File: src/rtl/mi3_pkg.sv
// ----------------------------------------------------------------------------
// mi3_pkg: shared types and constants of the 3x3 matrix inverse
// Fixed-point format, pipeline depths, cofactor index tables and the
// records that pass between the front end, the divider lanes and the merge.
// ----------------------------------------------------------------------------
package mi3_pkg;

	localparam int FRAC_BITS = 16;
	localparam int ELEM_W    = 32;
	localparam int ADJ_W     = 2 * ELEM_W;
	localparam int DET_W     = 3 * ELEM_W + 1;
	localparam int THR_W     = 31;
	localparam int N_ELEM    = 9;

	// Quotient bits resolved by the divider lanes, one per stage.
	localparam int DIV_STEPS = ELEM_W;
	localparam int NUM_W     = ADJ_W + 2 * FRAC_BITS;

	localparam int FRONT_LAT = 8;
	localparam int LANE_LAT  = DIV_STEPS + 1;
	localparam int MERGE_LAT = 1;
	localparam int TOTAL_LAT = FRONT_LAT + LANE_LAT + MERGE_LAT;

	localparam int PADDR_W = 3;
	localparam logic [PADDR_W-3:0] REG_THRESHOLD = '0;
	localparam logic [THR_W-1:0]   THR_RESET     = THR_W'(1);

	localparam logic [ELEM_W-1:0] SAT_POS = {1'b0, {(ELEM_W-1){1'b1}}};
	localparam logic [ELEM_W-1:0] SAT_NEG = {1'b1, {(ELEM_W-1){1'b0}}};

	// Adjugate entry k = m[A]*m[B] - m[C]*m[D], row-major element indexes.
	localparam int COF_A [N_ELEM] = '{4, 2, 1, 5, 0, 2, 3, 1, 0};
	localparam int COF_B [N_ELEM] = '{8, 7, 5, 6, 8, 3, 7, 6, 4};
	localparam int COF_C [N_ELEM] = '{5, 1, 2, 3, 2, 0, 4, 0, 1};
	localparam int COF_D [N_ELEM] = '{7, 8, 4, 8, 6, 5, 6, 7, 3};

	typedef struct packed {
		logic [ADJ_W-1:0] mag;
		logic             neg;
	} lane_in_t;

	typedef struct packed {
		logic [DIV_STEPS-1:0] quo;
		logic                 neg;
		logic                 big;
	} lane_out_t;

endpackage

File: src/rtl/mi3_merge.sv
// ----------------------------------------------------------------------------
// mi3_merge: saturation and flag merge
// Applies sign and saturation to each lane, forces zeros for a singular
// matrix and combines the lane overflows into one flag.
// ----------------------------------------------------------------------------
module mi3_merge import mi3_pkg::*; (
	input  logic              clk,
	input  lane_out_t         lane_out [N_ELEM],
	input  logic              singular_in,
	output logic [ELEM_W-1:0] inv [N_ELEM],
	output logic              singular,
	output logic              overflow
);

	logic [ELEM_W-1:0] val   [N_ELEM];
	logic [N_ELEM-1:0] sat;
	logic [ELEM_W-1:0] inv_q [N_ELEM];
	logic              singular_q;
	logic              overflow_q;

	always_comb begin
		for (int k = 0; k < N_ELEM; k++) begin
			if (lane_out[k].neg) begin
				sat[k] = lane_out[k].big || (lane_out[k].quo > SAT_NEG);
				val[k] = sat[k] ? SAT_NEG : ELEM_W'(-lane_out[k].quo);
			end else begin
				sat[k] = lane_out[k].big || lane_out[k].quo[ELEM_W-1];
				val[k] = sat[k] ? SAT_POS : lane_out[k].quo;
			end
		end
	end

	always_ff @(posedge clk) begin
		for (int k = 0; k < N_ELEM; k++) begin
			inv_q[k] <= singular_in ? '0 : val[k];
		end
		singular_q <= singular_in;
		overflow_q <= !singular_in && (|sat);
	end

	assign inv      = inv_q;
	assign singular = singular_q;
	assign overflow = overflow_q;

endmodule

File: config.mk
export PLATFORM = sky130hd
export DESIGN_NAME = mi3_merge
export DESIGN_NICKNAME = d
export VERILOG_FILES = /design/src/rtl/mi3_pkg.sv /design/src/rtl/mi3_merge.sv
export SDC_FILE = /design/constraint.sdc
export NUM_CORES = 1
export LEC_CHECK = 0
export BUFFER_PORTS_ARGS = -buffer_cell sky130_fd_sc_hd__clkbuf_2
export CAP_MARGIN = 20
export CORE_AREA = 5 5 227 229
export DETAILED_ROUTE_END_ITERATION = 8
export DIE_AREA = 0 0 232 234
export GPL_TIMING_DRIVEN = 0
export PLACE_DENSITY = 0.66
export SLEW_MARGIN = 30
export SYNTH_ARGS = -nofsm -noshare
export SYNTH_HDL_FRONTEND = slang
export SYNTH_SLANG_ARGS = --single-unit
File: constraint.sdc
create_clock -name clk -period 4.09 [get_ports clk]
set_input_delay 0.409 -clock clk [delete_from_list [all_inputs] [get_ports clk]]
set_output_delay 0.409 -clock clk [all_outputs]
set_load 0.1 [all_outputs]
Word level (Yosys, flattened, before mapping). Index checks and enable logic that the tools add are counted.

Flip-flop bits (word level): 290. Word-level logic and storage cells: 86.

Add/sub/neg operators: 9. Order comparisons: 9. Mux-type cells: 36. Reductions and logical operators: 21.

Operator list (count): two-way mux 32 bit (27); greater-than comparator 32 bit (second input constant) (9); negation 32 bit (9); logical OR 1 bit (18); two-way mux 1 bit (9); OR reduction 9 bit (1); logical AND 1 bit (1); zero test 1 bit (1).

Longest topological paths before layout. Gate-level depths: netlist of the first run.

Word-level depth: 5. Depth in mapped cells: 11. Gate-level depth less buffers: 8.

Worst setup path before layout of the first run. No wires, ideal clock.

Path kind: input-to-reg. Start: in lane_out[172] (netlist bit). End: reg inv_q, in the netlist inv[178]. Library setup time: 86 ps. Arrival time: 2661 ps. Data required time: 4004 ps. Setup slack: 1343 ps. Cell stages on the path: 11. Buffers on the path: 3. Cells stage by stage: inv_1 ha_1 or4b_4 buf_6 or4_4 buf_6 or3_1 buf_2 o31ai_2 nand3_1 a221oi_2.

Longest elaborated chain between the ends: 4.

RTL lines: start: declaration (RTL line mi3_merge.sv:8) `input lane_out_t lane_out [N_ELEM],`; greater-than comparator 32 bit (RTL line mi3_merge.sv:24) `sat[k] = lane_out[k].big || (lane_out[k].quo > SAT_NEG);`; logical OR 1 bit (RTL line mi3_merge.sv:24); two-way mux 32 bit (*) (RTL line mi3_merge.sv:25) `val[k] = sat[k] ? SAT_NEG : ELEM_W'(-lane_out[k].quo);`; two-way mux 32 bit (*) (RTL line mi3_merge.sv:23) `if (lane_out[k].neg) begin`; end signal: indexed assignment (RTL line mi3_merge.sv:35) `inv_q[k] <= singular_in ? '0 : val[k];`; end: declaration (RTL line mi3_merge.sv:17) `logic [ELEM_W-1:0] inv_q [N_ELEM];`.

Every way passes the cells marked *; elsewhere a longest branch is shown, timed or not. A chain may end at the register's enable or synchronous reset.

Worst setup path after layout of the first run.
Start: in lane_out[36] (netlist bit). End: reg overflow_q, in the netlist overflow.

Longest elaborated chain between the ends: 5.

RTL lines: greater-than comparator 32 bit (RTL line mi3_merge.sv:24); logical OR 1 bit (RTL line mi3_merge.sv:24); two-way mux 1 bit (RTL line mi3_merge.sv:23); OR reduction 9 bit (RTL line mi3_merge.sv:38) `overflow_q <= !singular_in && (|sat);`; logical AND 1 bit (RTL line mi3_merge.sv:38); end signal: assignment (RTL line mi3_merge.sv:38); end: declaration (RTL line mi3_merge.sv:19) `logic overflow_q;`.

Every way passes these cells.

==> results summary, run 1 <==
The sequential share of the synthesized area is 34.9%. The overall track demand over capacity in global routing is 27.1%. Clock tree synthesis selected as its root buffer the cell clkbuf_16. After floorplanning, the core was divided into 82 placement rows. The first global-routing pass estimated 116000 um of wire. Setup violations remaining at the end of the flow were counted as 0. Among all flip-flop cells after synthesis, the most frequent one is dfxtp_1. For the pin with the worst max-slew slack, the measured transition is 1.01 ns. Counting instances in the post-synthesis netlist gives the leading cell types as 290 x dfxtp_1, 243 x nor2_1, 211 x nand2_1.

Dividing total power by cell area gives a power density of 429 nW/um^2. The worst hold path stage count is 1. Summed over all cells, the static leakage comes to 0.00867 uW.

Data on the critical path is required at its endpoint by 4.46 ns. The setup TNS is 0 ns. The synthesized flop and latch total is 290.

The number of gates on the worst path with buffers counted came out at 10. The effective utilization at floorplan came out at 33.6%. Synthesis produced a netlist with a net count of 2543.

The floorplan die width is 232 um. The power share of the combinational group came out at 30.7%. STA classifies the critical path startpoint as an input port. The worst hold path belongs to the class in2reg. For this run, asynchronously set or reset flops after synthesis account for 0%. The global routing stage identified its most utilized layer as met2.

The number of placed I/O pins came out at 598. The HPWL after detailed placement is 61100 um. For this design, the slowest cell found on the critical path is a2111oi_0.

The final global-route overflow total is 0. The signal on the critical path passes through clkbuf_2 > inv_1 > ha_1 > or4b_2 > nor4_2 > a31oi_1 > clkbuf_1 > and2_1 > a2111oi_0 > a41oi_1. At the end of the flow, the number of nets in the layout was 3169.

Counting both buffers and inverters, the worst setup path holds a total of 3. The initial antenna violation count was 15. The power share of the clock group came out at 36.1%. The total iterations of the first detailed-routing run came out at 6. The routed via count divided by cell count is 5.88. The level count of the clock H-tree is 2. The total count of max-transition violations in the final report came out at 0. The area inside the core boundary came out at 49500 sq um. The via count of the first global-routing pass is 18786. Clock-pin slew was measured on the worst setup and hold paths at 0.06 ns. The count of unresolved DRC violations after routing came out at 0. The count of flip-flops with a built-in enable after synthesis came out at 0.

Across all layers, the routed design uses 20924 vias. A synthesized cell averages 7.47 sq um. The layout overhead on the synthesized area came out at 30.5%. Setup repair after global routing left no endpoint under its margin.

The number of nets with antenna violations after routing came out at 0. The first routing iteration left 2197 violations. The cell type contributing the most total cell area after synthesis is dfxtp_1. The CTS tree is built. The placer congestion estimate came out at 0.953. The number of max-cap violations is 0. The post-cts resize count came out at 0. The detail-routed net length per standard cell is 22.3 um.

The peak per-stage delay on the critical path is 0.67 ns. The gate count after technology mapping came out at 2226. The flow ran to the end, and the final reports show no timing, DRC or antenna violations.

The final period utilization came out at 79.5%. Among all cell types in the netlist, the one instantiated most often is dfxtp_1. The CTS buffer count is 37. The category of the critical setup timing path is in2reg. The count of buffers added on input and output ports is 587. The switching share of total power came out at 40.0%. The area of the mapped netlist is 16600 sq um.

The buffers inserted during post-CTS setup optimization is 0. The total internal power is 5590 uW. The analysis attributes to net switching a power of 3730 uW. The number of endpoints with negative hold slack in the final report is 0. The shortest clock period the worst path allows after layout is 3.25 ns. For met3 alone, demand over resource in global routing was 7.31%. The maximum frequency from static timing analysis came out at 307 MHz. The worst supply voltage drop on vdd is 0.000363 V. The total power came out at 9320 uW. The pin count of the biggest net entering global routing came out at 13. The worst pin sits at a relative slew slack of 32.4%.

The number of buffers between clock root and the deepest sink is 3. The number of warnings reported in the yosys synthesis log came out at 0. In this design, the largest share of critical-path delay is due to simple AND/OR/NAND/NOR gates. The met2 global-route usage came out at 44.1%. Along the worst path, the maximum fanout reaches 10.

The count of distinct cell types in the synthesized netlist is 80. Hold repair after CTS inserted 0 buffers. In this run the vertical extent of the chip is 234 um. The final routed wirelength across all metal layers is 79200 um. The total number of clock tree sinks is 290. The number of filler cells placed in the layout came out at 5140.

By area the synthesized netlist is led by dfxtp_1 35%, nor2_1 5.5%, a31oi_1 5.2%. The global-route met1 utilization is 34.8%. The fraction of post-synthesis cell area in the top cell type by area came out at 34.9%. The proportion of power drawn by flip-flops and latches came out at 33.2%. The data arrival time of the critical path came out at 3.63 ns. The worst setup path is captured at a flip-flop. The die covers 54300 sq um. The post-route netlist has 25.0% of its cells at a drive strength greater than 1.
-- path summary, 6_finish.rpt --
| check | startpoint | endpoint | slack (ns) |
|---|---|---|---|
| worst max-delay path | lane_out[36] | overflow | 0.84 |
| worst min-delay path | singular_in | singular | 0.03 |
-- metal layers --
| metal | routed length [um] | vias to the layer above |
|---|---|---|
| met4 | 3140 | 10 |
| met1 | 31300 | 9702 |
| met3 | 8210 | 196 |
| met5 | 64 | - |
| li1 | - | 9713 |
| met2 | 36500 | 1303 |
-- kinds of logic (layout without fill, tap and decap cells) --
logic type | count (synthesis) | after routing | synth area share (%)
compound gates | 692 | 692 | 26.7
xor+xnor | 14 | 14 | 0.738
fa+ha+maj | 9 | 9 | 0.677
buf+inv | 201 | 849 | 4.88
flops | 290 | 290 | 34.9
mux | 6 | 6 | 0.361
other cells | 0 | 12 | 0
simple gates | 1014 | 1014 | 31.7
-- state kept, by name, indices dropped and copies added, names as in the netlist --
signal	flops
inv	288
singular	1
overflow	1
-- layout make-up --
type | count | area [sq um] | share of cell area, %
Clock inverter | 16 | 218 | 1.00
Buffer | 144 | 603 | 2.78
Tap cell | 672 | 841 | 3.88
Clock buffer | 45 | 1010 | 4.64
Inverter | 57 | 214 | 0.986
Multi-Input combinational cell | 1735 | 10000 | 46.3
Timing Repair Buffer | 587 | 2940 | 13.5
Sequential cell | 290 | 5810 | 26.8
Antenna cell | 12 | 30.0 | 0.138
-- power by group through the flow --
stage	logic (uW)	clock network (uW)	registers, uW
2_1_floorplan	582	0	4610
3_3_place_gp	2840	0	3150
3_5_place_dp	2840	0	3160
4_1_cts	2840	3430	3100
5_1_grt	2980	3540	3110
6_report	2860	3360	3100
-- metrics by stage --
step	std cells	hold slack, ns	instance area, sq um	util [%]	setup slack [ns]
final	3558	0.0272	21700	43.9	0.837
after global placement	3485	0.580	20400	41.3	0.236
after CTS	3546	0.00132	21600	43.8	0.799
after global routing	3554	0.0186	21700	43.9	0.613
after detailed placement	3485	0.576	20400	41.3	0.229
after floorplan	2226	0.437	16600	-	1.34
-- placed cells by master (no fill, tap or decap), types with 10 or more instances in the layout --
master,netlist,routed
nand4_1,22,22
clkbuf_16,0,37
dfxtp_1,290,290
a21oi_1,169,169
nand3_1,57,57
o41ai_1,24,24
nand2_1,211,211
a211oi_1,36,36
a221oi_1,11,11
o31ai_1,15,15
or2_2,19,19
or3_1,81,81
nor2_1,243,243
a311oi_1,31,31
nand2b_1,19,19
clkbuf_2,0,591
nand3b_1,26,26
and2_1,10,10
a41oi_1,11,11
clkbuf_1,128,127
nor3_1,144,142
a31oi_1,139,137
nor4b_1,12,12
or4_1,31,31
o22ai_1,19,19
nor4_1,62,62
nand4b_1,19,19
and3_1,15,15
inv_1,55,55
o31a_1,11,11
o21ai_0,150,150
diode_2,0,12
(Power assumes the default switching activity.)
==> run 2, diff against run 1 <==
Settings changed: CORE_AREA 5 5 227 229 to 5 5 229 231, DIE_AREA 0 0 232 234 to 0 0 234 236, PLACE_DENSITY 0.66 to 0.65.
Clock period 4.09 ns to 3.1 ns, I/O delays scaled along.
==> results summary, run 2 (synthesis results as in run 1) <==
The number of filler cells placed in the layout is 5201 (+1.2%). The critical path is of the in2reg type. The data arrival time of the critical path is 3.35 ns (-0.28 ns). The number of setup violations in the final report came out at 0 (unchanged).

The number of nets with antenna violations after routing came to 0 (unchanged). The switching share of total power is 40.6% (+0.56 points). The number of nets at the end of the flow is 3185 (+0.50%). The flow ran to the end, and the final reports show no timing, DRC or antenna violations.

The biggest fanout along the worst timing path is 9 (-1). The final period utilization came out at 94.3%. The quantity of I/O buffers inserted on ports was 587 (unchanged). The summed area of non-filler cells in the final layout is 22000 sq um (+1.3%). The count of unresolved DRC violations after routing came out at 0 (unchanged). The total iterations of the first detailed-routing run came out at 6 (unchanged). The area of the die is 55200 sq um (+1.7%). The final routed wirelength across all metal layers is 85000 um (+7.3%).

The initial antenna violation count came out at 22 (+7). The number of placed I/O pins came to 598 (unchanged). The required time reported for the critical path endpoint was 3.52 ns (-0.94 ns). The switching component of the power is 5120 uW (+37%). The slew at the pin closest to its max-slew limit came to 1.02 ns (+0.00177 ns). The number of endpoints with negative hold slack in the final report came out at 0 (unchanged).

The buffers inserted during post-CTS setup optimization came out at 0 (unchanged). The post-layout worst setup margin came out at 0.176 ns (-0.661 ns). Setup repair after global routing left no endpoint under its margin. The share of post-route cells with drive strength above 1 came to 25.2% (+0.18 points). The floorplan die width is 234 um (+0.86%). The worst setup path is launched from an input port. The static leakage came out at 0.00875 uW (+1.0%). The number of buffers between clock root and the deepest sink is 3 (unchanged). The total count of max-transition violations in the final report came to 0 (unchanged). The layout overhead on the synthesized area came out at 32.2%. The power share of the clock group was 37.3% (+1.2 points). The total number of clock tree sinks came out at 290 (unchanged). The leading cell type in the layout, fill and taps excluded is clkbuf_2. The non-filler instance count after layout came out at 3584 (+0.73%). The proportion of power drawn by flip-flops and latches is 32.5% (-0.7 points). The library cells used most frequently in the layout, excluding fill and tap cells, are 590 x clkbuf_2, 290 x dfxtp_1, 243 x nor2_1, 211 x nand2_1, 168 x a21oi_1. The relative slew slack is 32.3% (-0.12 points). The clock-pin slew of the registers on the worst-case setup and hold paths came to 0.06 ns (about the same). The class of the tightest hold or removal check is in2reg. The number of vias in the routed layout is 21280 (+1.7%). The HPWL after detailed placement came to 65800 um (+7.6%). The count of standard-cell rows came out at 82 (unchanged).

The placer congestion estimate is 0.970 (+1.8%). The level count of the clock H-tree is 2 (unchanged). The worst supply voltage drop on vdd came out at 0.000372 V (+2.4%).

The number of placed cells counting well taps came to 3485 (unchanged). The die height is 236 um (+0.85%). The power density normalized to cell area is 574 nW/um^2 (+34%). The worst setup path is captured at a flip-flop. The CTS buffer count is 38 (+2.7%). The overall track demand over capacity in global routing came to 28.7% (+1.7 points). The effective utilization at floorplan came out at 33.3% (-0.28 points). The maximum frequency from static timing analysis is 342 MHz. The detail-routed net length per standard cell came to 23.7 um (+6.5%).

The number of max-cap violations came to 0 (unchanged). The pin count of the biggest net entering global routing came out at 16 (+3). The final global-route overflow total came out at 0 (unchanged). The power share of the combinational group is 30.2% (-0.5 points). TritonCTS built the clock tree. The instance area after placement is 20400 sq um (about the same). Clock tree synthesis selected as its root buffer the cell clkbuf_16.

The area inside the core boundary came to 49900 sq um (+0.83%). The smallest clock period supported by the final layout is computed as 2.92 ns. The number of flip-flops in the largest register is 288 (unchanged).

The via count of the first global-routing pass is 19924 (+6.1%). The total internal power is 7500 uW (+34%). The worst slack after detailed placement came out at -0.581 ns (-0.810 ns).

The DRC marker count from the first detailed-route iteration is 2322 (+5.7%). The global-route wire length before repair is 124000 um (+7.8%). The routed via count divided by cell count is 5.94 (+0.96%).
-- run 2: power by group through the flow --
stage	Clock [uW]	Sequential, uW	Combinational (uW)
floorplan	0	6080	769
global placement	0	4180	3750
detailed placement	0	4180	3760
CTS	4800	4100	3790
global route	4970	4120	3970
finish	4700	4100	3820
-- run 2: cell type report --
type	count	area, sq um	area share, %
Multi-Input combinational cell	1735	10000	45.7
Sequential cell	290	5810	26.4
Timing Repair Buffer	602	3090	14.1
Clock buffer	49	1120	5.08
Tap cell	672	841	3.83
Buffer	144	602	2.74
Clock inverter	20	221	1.01
Inverter	57	214	0.974
Antenna cell	15	37.5	0.171
-- run 2: path summary, 6_finish.rpt --
kind | from | slack (ns) | to | cells past startpoint
min | lane_out[70] | 0.03 | inv[64] | 3
max | lane_out[139] | 0.18 | inv[157] | 9
-- run 2: what timing repair did --
action | CTS | global route
gates resized for setup | 1 | 2
hold buffers | 15 | 0
endpoints found under the setup margin | 1 | 2
pin swaps | 0 | 0
endpoints found under the hold margin | 15 | 0
-- run 2: layer usage --
metal / global-route usage [%] / share of wire [%]
met1: 36.1 / 39
met2: 46.3 / 46
met3: 8.37 / 10
met4: 11.4 / 4.0
met5: 0 / 0.12
-- run 2: worst max-delay path, stage by stage --
cell and delay, ns:
clkbuf_2 0.14, inv_1 0.07, ha_1 0.24, or4b_2 0.68
nor4_2 0.50, nand4_1 0.38, nand3_1 0.25, nand2_1 0.28
a311oi_1 0.49
-- run 2: per-stage QoR --
step	utilization (%)	total power, uW	TNS [ns]	hold WS, ns
floorplan	-	6850	0	0.338
global placement	40.9	7930	-9.27	0.482
detailed placement	41.0	7940	-8.29	0.476
CTS	43.9	12700	0	0.00768
global route	44.0	13100	0	0.0374
finish	44.1	12600	0	0.0312
==> run 3, diff against run 2 <==
Settings changed: PLACE_DENSITY 0.65 to unset, PLACE_DENSITY_LB_ADDON set to 0.3.
==> results summary, run 3 (synthesis results as in run 1) <==
The buffers inserted during post-CTS setup optimization is 0 (unchanged). The routed metal-1 wirelength is 33000 um (-0.69%). The slew at the pin closest to its max-slew limit is 1.05 ns (+0.0353 ns).

The number of endpoints with negative hold slack in the final report came out at 0 (unchanged). The area of the die is 55200 sq um (unchanged). The number of placed cells counting well taps came out at 3485 (unchanged).

The power density normalized to cell area came out at 578 nW/um^2 (+0.62%). The min-delay analysis places its worst path in the category in2reg. The total iterations of the first detailed-routing run was 8 (+2). The relative slew slack came out at 29.3% (-3.0 points). The run finished, with violations left.

The biggest fanout along the worst timing path came out at 10 (+1). The static leakage came out at 0.00881 uW (+0.68%). The quantity of I/O buffers inserted on ports is 587 (unchanged). The worst supply voltage drop on vdd came to 0.000423 V (+14%). The final routed wirelength across all metal layers came out at 84100 um (-1.0%).

The final period utilization is 96.1% (+1.8 points). The HPWL after detailed placement is 65300 um (-0.65%). The count of standard-cell rows came out at 82 (unchanged).

STA classifies the critical path endpoint as a flip-flop. The layout overhead on the synthesized area is 32.6%. The shortest clock period the worst path allows after layout is 2.98 ns (+0.0550 ns). The pin count of the biggest net entering global routing came out at 13 (-3).

The detailed-routed wire length on met2 came to 39100 um (-0.73%). The number of nets with antenna violations after routing was 0 (unchanged). The detail-routed net length per standard cell was 23.5 um (-0.94%).

The level count of the clock H-tree is 2 (unchanged). The post-route worst hold slack came out at 0.0419 ns (+0.0107 ns). STA classifies the critical path startpoint as an input port. The number of flip-flops in the largest register is 288 (unchanged). The CTS tree is built. The global-route wire length before repair was 124000 um (-0.70%). The initial antenna violation count came out at 23 (+4.5%). Setup repair after global routing left no endpoint under its margin. Routed signal wires occupy layers up through met5. The total number of clock tree sinks is 290 (unchanged).

The total count of max-transition violations in the final report came out at 0 (unchanged). The number of nets at the end of the flow is 3186 (+0.031%). The overall track demand over capacity in global routing is 28.4% (-0.34 points).

The setup TNS is 0 ns (unchanged). The via count of the first global-routing pass came out at 19824 (-0.50%). The number of buffers between clock root and the deepest sink came out at 3 (unchanged). The share of post-route cells with drive strength above 1 is 25.1% (-0.086 points). The tree is rooted in a clkbuf_16. The routed via count divided by cell count is 5.95 (+0.24%). The number of filler cells placed in the layout is 5215 (+0.27%).

The final reports fail on DRC. The placer congestion estimate was 0.959 (-1.1%). The library cell used most frequently in the layout, excluding fill and tap cells, is clkbuf_2. The clock-pin slew of the registers on the worst-case setup and hold paths came out at 0.06 ns (about the same). The maximum frequency from static timing analysis is 336 MHz (-1.8%). The top cell types in the final layout, fill and taps aside, are 590 x clkbuf_2, 290 x dfxtp_1, 243 x nor2_1, 211 x nand2_1, 168 x a21oi_1.

The die height is 236 um (unchanged). The number of setup violations in the final report is 0 (unchanged). The effective utilization at floorplan is 33.3% (unchanged). The area inside the core boundary came out at 49900 sq um (unchanged). The floorplan die width is 234 um (unchanged).

The routed length on met3 is 8830 um (+0.17%). The number of max-cap violations was 0 (unchanged). The required time reported for the critical path endpoint is 3.57 ns (+0.05 ns).

The count of unresolved DRC violations after routing came out at 1 (+1). The number of vias in the routed layout came out at 21320 (+0.19%). The CTS buffer count is 38 (unchanged).

The critical path is of the in2reg type. The final core area utilization was 44.2% (+0.13 points). The non-filler instance count after layout came out at 3582 (-0.056%). The number of placed I/O pins came out at 598 (unchanged).

The final global-route overflow total is 0 (unchanged). The data arrival time of the critical path came out at 3.45 ns (+0.10 ns). The DRC marker count from the first detailed-route iteration is 2194 (-5.5%).
run 3: power by group:
group | internal, uW | switching (uW)
Clock | 3070 | 1750
Sequential | 4000 | 102
Combinational | 678 | 3140
Total | 7740 | 4990
run 3: final timing paths:
check | startpoint | to | slack (ns) | depth (start not counted)
worst max-delay path | lane_out[146] | inv[130] | 0.12 | 9
worst min-delay path | lane_out[262] | inv[246] | 0.04 | 2
run 3: timing repair:
| item | CTS | global route |
|---|---|---|
| hold endpoints to repair | 16 | 0 |
| endpoints found under the setup margin | 0 | 18 |
| gates resized for setup | 0 | 7 |
| hold buffers | 16 | 0 |
run 3: stage by stage:
stage / power, uW / instance area, sq um / worst slack, ns
2_1_floorplan: 6850 / 16600 / 0.452
3_3_place_gp: 7930 / 20400 / -0.393
3_5_place_dp: 7940 / 20400 / -0.410
4_1_cts: 12800 / 21900 / 0.0558
5_1_grt: 13200 / 22000 / 0.00742
6_report: 12700 / 22000 / 0.121
run 3: worst max-delay path: stages:
cell and delay [ns]:
dlygate4sd3_1 0.54, clkbuf_2 0.15, or4_1 0.56, nor4_4 0.45, nand4_1 0.34, nand3_1 0.22, nand2_1 0.29, clkbuf_1 0.37
nor2_1 0.22
run 3: area by class of cell:
cell class              count  area [sq um]  area share (%)
multi-input cells        1735         10100            45.7
flip-flops and latches    290          5810            26.3
repair buffers            603          3100            14.1
clock buffers              48          1090            4.96
well taps                 672           841            3.82
plain buffers             144           602            2.73
clock inverters            18           275            1.25
inverters                  57           214           0.971
diodes                     15          37.5           0.170
run 3: routing by layer:
layer	vias to the layer above	track usage, %
met5	-	0
met4	8	9.98
met2	1311	46.3
met1	10070	36.2
li1	9728	-
met3	203	7.55
